===== src/design/hct_ram.sv =====
`timescale 1ns / 1ps
// ----------------------------------------------------------------------------
// hct_ram
// Simple dual-port RAM, one write port and one registered read port.
// ----------------------------------------------------------------------------
module hct_ram #(
    parameter int WIDTH = 8,
    parameter int DEPTH = 16
) (
    input  logic                     clk,
    input  logic                     we,
    input  logic [$clog2(DEPTH)-1:0] waddr,
    input  logic [WIDTH-1:0]         wdata,
    input  logic                     re,
    input  logic [$clog2(DEPTH)-1:0] raddr,
    output logic [WIDTH-1:0]         rdata
);

    logic [WIDTH-1:0] mem [DEPTH];

    always_ff @(posedge clk)
    begin
        if (we)
        begin
            mem[waddr] <= wdata;
        end
        if (re)
        begin
            rdata <= mem[raddr];
        end
    end

endmodule


===== config.mk =====
export PLATFORM = sky130hd
export DESIGN_NAME = hct_ram
export DESIGN_NICKNAME = d
export VERILOG_FILES = /design/src/design/hct_ram.sv
export SDC_FILE = /design/constraint.sdc
export NUM_CORES = 1
export LEC_CHECK = 0
export BUFFER_PORTS_ARGS = -buffer_cell sky130_fd_sc_hd__buf_2
export CAP_MARGIN = 20
export CORE_MARGIN = 2
export CORE_UTILIZATION = 40
export DETAILED_ROUTE_END_ITERATION = 7
export PLACE_DENSITY_LB_ADDON = 0.1
export SKIP_LAST_GASP = 1
export SLEW_MARGIN = 20
export SYNTH_ARGS = -nofsm -noshare
export SYNTH_HDL_FRONTEND = slang
export SYNTH_SLANG_ARGS = --single-unit

===== constraint.sdc =====
create_clock -name clk -period 2 [get_ports clk]
set_clock_uncertainty 0.2 [all_clocks]
set_input_delay 0.4 -clock clk [delete_from_list [all_inputs] [get_ports clk]]
set_output_delay 0.4 -clock clk [all_outputs]
set_load 0.05 [all_outputs]

==> flow_summary.json, run 1 <==
{
  "syn_nets": 248,
  "synth-edff-count": 136,
  "h-tree-depth": 4,
  "cts_tree": "done",
  "clock_power_share": 0.479,
  "grt_pass1_vias": 2529,
  "overflow": 0,
  "wl_um": 10600,
  "clock-sinks": 136,
  "synthTopCellsByCount": "edfxtp_1 (136), mux4_2 (18), a22oi_1 (16)",
  "synth.cell_area_sq_mm": 0.00523,
  "start_util": 0.413,
  "cts-buffers-inserted": 17,
  "pwr-share-comb": 0.053,
  "port_buffers": 26,
  "end_kind": "flop",
  "floorplan.rows": 41,
  "pwr-share-seq": 0.468,
  "grt.total_usage": 0.164,
  "power_per_cell_area_mw_per_mm2": 1080,
  "cts_resized": 0,
  "required_ns": 1.95,
  "power.internal_uw": 5560,
  "synth_most_common_cell": "edfxtp_1",
  "setup.worst_path.class": "primary input to flop",
  "critPathLaunchType": "primary input",
  "vdd_ir_drop_max_mv": 0.536,
  "ant_nets": 0,
  "drt-vias-per-instance": 5.21,
  "regToRegSetupSlack_ns": 0.33,
  "synth-async-reset-ratio": 0,
  "path_max_fanout": 20,
  "synth_flop_cell": "edfxtp_1",
  "synth.avg_cell_area_sq_um": 22.8,
  "antenna_found_initial": 1,
  "status": "finished clean",
  "synth_top_area_share": 0.781,
  "sw_frac_of_total": 0.194,
  "gp_congestion": 0.717,
  "root_buffer": "clkbuf_16",
  "drtIter0Drc": 217,
  "maxCapViolCount": 0,
  "cts.clk_slew.worst_paths_ns": 0.06,
  "worst_slack_ns": 0.176,
  "grt_pass1_wl_um": 16200,
  "die_area_sq_mm": 0.0140,
  "fp.coreArea_sq_mm": 0.0127,
  "worst_pin_slew_ns": 0.775,
  "syn2layout_area_growth_pct": 22.2,
  "synth.area.top_cells": "edfxtp_1 (78%), mux4_2 (7.8%), mux4_1 (7.0%), a22oi_1 (2.3%), nor2_1 (0.93%)",
  "grt_setup_unrepaired": "no",
  "p_switching_uw": 1340,
  "leakage_uw": 0.00216,
  "hp-class": "primary input to flop",
  "yosysSeqAreaShare": 0.781,
  "wl_per_cell_um": 22.3,
  "crit_arrival_ns": 1.77,
  "drc": 0,
  "final_nets": 309,
  "dpl_worst_slack_ns": -0.263,
  "hold_viol_final": 0,
  "post-synth-top-area-cell": "edfxtp_1",
  "finalSetupViolations": 0,
  "synth-seq-cells": 136,
  "min_period_ns": 1.82,
  "drv_slew": 0,
  "synth_warnings": 0,
  "synthCells": 229,
  "fmaxAchievable_ghz": 0.548,
  "min_period_over_period": 0.912,
  "clockBufferDepth": 2,
  "io-pin-count": 27,
  "ys_types": 18,
  "insertion_delay_ns": 0.40,
  "fill_cells": 1024,
  "fin_util": 0.504,
  "die_h_um": 118,
  "grt_max_degree": 21,
  "vias": 2482,
  "max_slew_margin": 0.482,
  "hpwl_um": 6800,
  "cts_hold_buf": 0,
  "drt_first_pass_iters": 4,
  "layout-drive-gt1-share": 0.333,
  "cts_setup_buffers": 0,
  "chipWidth_um": 118
}
-- power groups by stage --
stage | sequential [uW] | clock [uW] | combinational [uW]
2_1_floorplan | 3330 | 0 | 162
3_3_place_gp | 3290 | 0 | 369
3_5_place_dp | 3290 | 0 | 371
4_1_cts | 3230 | 3360 | 372
5_1_grt | 3230 | 3490 | 394
6_report | 3230 | 3300 | 364
-- routing by layer --
| metal | part of all wire | track usage | wire length [um] | vias to the layer above |
|---|---|---|---|---|
| met4 | 0.0086 | 0.0542 | 91 | 0 |
| li1 | - | - | - | 1102 |
| met2 | 0.49 | 0.249 | 5150 | 57 |
| met5 | 0 | 0 | 0 | - |
| met3 | 0.041 | 0.0492 | 435 | 6 |
| met1 | 0.47 | 0.228 | 4940 | 1317 |
-- per-stage QoR --
step / power [uW] / instances / cell area [sq um] / TNS (ns) / hold WS [ns]
5_1_grt: 7110 / 475 / 6380 / 0 / 0.165
2_1_floorplan: 3490 / 229 / 5230 / 0 / 0.299
4_1_cts: 6960 / 475 / 6380 / 0 / 0.165
6_report: 6900 / 476 / 6390 / 0 / 0.170
3_5_place_dp: 3660 / 443 / 5750 / -1.22 / 0.536
3_3_place_gp: 3650 / 443 / 5750 / -1.09 / 0.533
-- registers in the layout, indices dropped and copies added (netlist names) --
register	cells
rdata	8
mem	128
-- cell families (layout without fill, tap and decap cells) --
family                 count (synthesis)  after routing  share of synthesized area
AO/OA/AOI/OAI                         16             16                     0.0230
buffers and inverters                 10             84                     0.0165
flip-flops                           136            136                      0.781
multiplexers                          32             32                      0.148
other                                  0              1                          0
AND/OR/NAND/NOR                       35             35                     0.0314
-- layout by cell type (no fill, tap or decap), drive strengths merged --
cell type and instances:
a22oi 16, and2 1, and2b 1, buf 52, bufinv 5, clkbuf 19, clkinv 4, clkinvlp 4
diode 1, edfxtp 136, mux4 32, nand2 9, nand2b 2, nand3 1, nand3b 2, nor2 13
nor2b 1, nor3 4, or3b 1
-- layout make-up --
| class | instances | area [sq um] | share of cell area |
|---|---|---|---|
| flip-flops and latches | 136 | 4080 | 0.639 |
| clock buffers | 19 | 433 | 0.0678 |
| clock inverters | 13 | 203 | 0.0317 |
| well taps | 172 | 215 | 0.0337 |
| multi-input cells | 83 | 1060 | 0.166 |
| repair buffers | 52 | 388 | 0.0607 |
| diodes | 1 | 2.50 | 0.000392 |
-- worst paths after layout --
kind | start | to | cells after the start
max | raddr[0] | rdata[3]$_DFFE_PP_ | 6
min | re | rdata[1]$_DFFE_PP_ | 1
max reg2reg | mem[11][6]$_DFFE_PP_ | rdata[6]$_DFFE_PP_ | 3
min reg2reg | mem[14][3]$_DFFE_PP_ | rdata[3]$_DFFE_PP_ | 3
-- critical path, stage by stage --
cell and delay [ns]:
buf_2 0.14, buf_12 0.20, buf_12 0.13, mux4_1 0.54, a22oi_1 0.26, nand2_1 0.08
(Power assumes the default switching activity.)
==> inputs of run 2 (changes only) <==
--- a/config.mk
+++ b/config.mk
@@ -9,6 +9,7 @@
 export CAP_MARGIN = 20
 export CORE_MARGIN = 2
 export CORE_UTILIZATION = 40
+export CTS_BUF_LIST = sky130_fd_sc_hd__clkbuf_16
 export DETAILED_ROUTE_END_ITERATION = 7
 export PLACE_DENSITY_LB_ADDON = 0.1
 export SKIP_LAST_GASP = 1
==> run 2 against run 1 <==
Compared with the run above: largest cell class unchanged; wire length hardly changed; largest power group unchanged; critical path depth unchanged; core utilization did not move.
==> flow_summary.json, run 2 (synthesized netlist as in run 1, its figures left out) <==
{
  "vias": 2481,
  "sw_frac_of_total": 0.194,
  "fin_util": 0.504,
  "clockBufferDepth": 2,
  "cts_resized": 0,
  "largest_reg_flops": 128,
  "top_regs": "mem (128), rdata (8)",
  "worst_pin_slew_ns": 0.721,
  "die_h_um": 118,
  "cts_hold_buf": 0,
  "chipWidth_um": 118,
  "cts-buffers-inserted": 17,
  "drv_slew": 0,
  "floorplan.rows": 41,
  "pwr-share-comb": 0.053,
  "gp_congestion": 0.717,
  "syn2layout_area_growth_pct": 22.2,
  "layout_common_cells": "edfxtp_1 (136), buf_2 (26), buf_4 (21)",
  "multi_input_area_sq_mm": 0.00106,
  "critPathLaunchType": "primary input",
  "min_period_over_period": 0.912,
  "ant_nets": 0,
  "antenna_found_initial": 1,
  "leakage_uw": 0.00217,
  "cts_setup_buffers": 0,
  "finalSetupViolations": 0,
  "die_area_sq_mm": 0.0140,
  "fill_cells": 1024,
  "cts.clk_slew.worst_paths_ns": 0.06,
  "dpl_worst_slack_ns": -0.263,
  "io-pin-count": 27,
  "min_period_ns": 1.82,
  "power.internal_uw": 5550,
  "wl_per_cell_um": 22.3,
  "grt_max_degree": 21,
  "hp-class": "primary input to flop",
  "crit_arrival_ns": 1.77,
  "fp.coreArea_sq_mm": 0.0127,
  "fmaxAchievable_ghz": 0.548,
  "port_buffers": 26,
  "grt_pass1_vias": 2529,
  "overflow": 0,
  "drtIter0Drc": 215,
  "setup.worst_path.class": "primary input to flop",
  "insertion_delay_ns": 0.40,
  "grt_pass1_wl_um": 16200,
  "grt_setup_unrepaired": "no",
  "hpwl_um": 6800,
  "max_slew_margin": 0.518,
  "drt-vias-per-instance": 5.21,
  "final_nets": 309,
  "seq_area_sq_mm": 0.00408,
  "root_buffer": "clkbuf_16",
  "grt.total_usage": 0.164,
  "p_total_uw": 6880,
  "clock-sinks": 136,
  "dpl_cell_area_sq_mm": 0.00575,
  "layout-drive-gt1-share": 0.333,
  "wl_um": 10600,
  "pwr-share-seq": 0.469,
  "stdcell_area_sq_mm": 0.00639,
  "final_common_cell": "edfxtp_1",
  "drt_first_pass_iters": 4,
  "start_util": 0.413,
  "hold_viol_final": 0,
  "path_max_fanout": 20,
  "power_per_cell_area_mw_per_mm2": 1080,
  "maxCapViolCount": 0,
  "p_switching_uw": 1340,
  "end_kind": "flop",
  "cts_tree": "done",
  "status": "finished clean",
  "drc": 0,
  "vdd_ir_drop_max_mv": 0.533,
  "h-tree-depth": 4,
  "clock_power_share": 0.478,
  "required_ns": 1.95,
  "worst_slack_ns": 0.175,
  "regMostFlops": "mem"
}
[run 2: layout make-up]
| type | instances | share of cell area |
|---|---|---|
| repair buffers | 52 | 0.0607 |
| clock buffers | 17 | 0.0666 |
| diodes | 1 | 0.000392 |
| clock inverters | 15 | 0.0329 |
| multi-input cells | 83 | 0.166 |
| flip-flops and latches | 136 | 0.639 |
| well taps | 172 | 0.0337 |
[run 2: worst paths after layout]
kind / cells after the start / slack [ns] / startpoint / to
max: 6 / 0.18 / raddr[0] / rdata[3]$_DFFE_PP_
min: 1 / 0.17 / re / rdata[1]$_DFFE_PP_
max reg2reg: 3 / 0.34 / mem[11][6]$_DFFE_PP_ / rdata[6]$_DFFE_PP_
min reg2reg: 3 / 0.54 / mem[14][3]$_DFFE_PP_ / rdata[3]$_DFFE_PP_
[run 2: metrics by stage]
step                      std cells  setup TNS, ns  hold slack (ns)
final                           476              0            0.172
after global placement          443          -1.09            0.533
after global routing            475              0            0.165
after floorplan                 229              0            0.299
after detailed placement        443          -1.22            0.536
after CTS                       475              0            0.165
[run 2: power groups by stage]
stage               Clock (uW)  Sequential [uW]  Combinational [uW]
CTS                       3350             3230                 372
finish                    3290             3230                 364
global route              3480             3230                 394
global placement             0             3290                 369
detailed placement           0             3290                 371
floorplan                    0             3330                 162
[run 2: routing by layer]
| metal | track usage | share of wire | vias up |
|---|---|---|---|
| met2 | 0.249 | 0.49 | 50 |
| met5 | 0 | 0 | - |
| met3 | 0.0492 | 0.038 | 4 |
| met4 | 0.0542 | 0.0057 | 0 |
| li1 | - | - | 1101 |
| met1 | 0.228 | 0.47 | 1326 |
[run 2: critical path, cell delays in order]
cell	delay [ns]
buf_2	0.14
buf_12	0.20
buf_12	0.13
mux4_1	0.54
a22oi_1	0.26
nand2_1	0.08
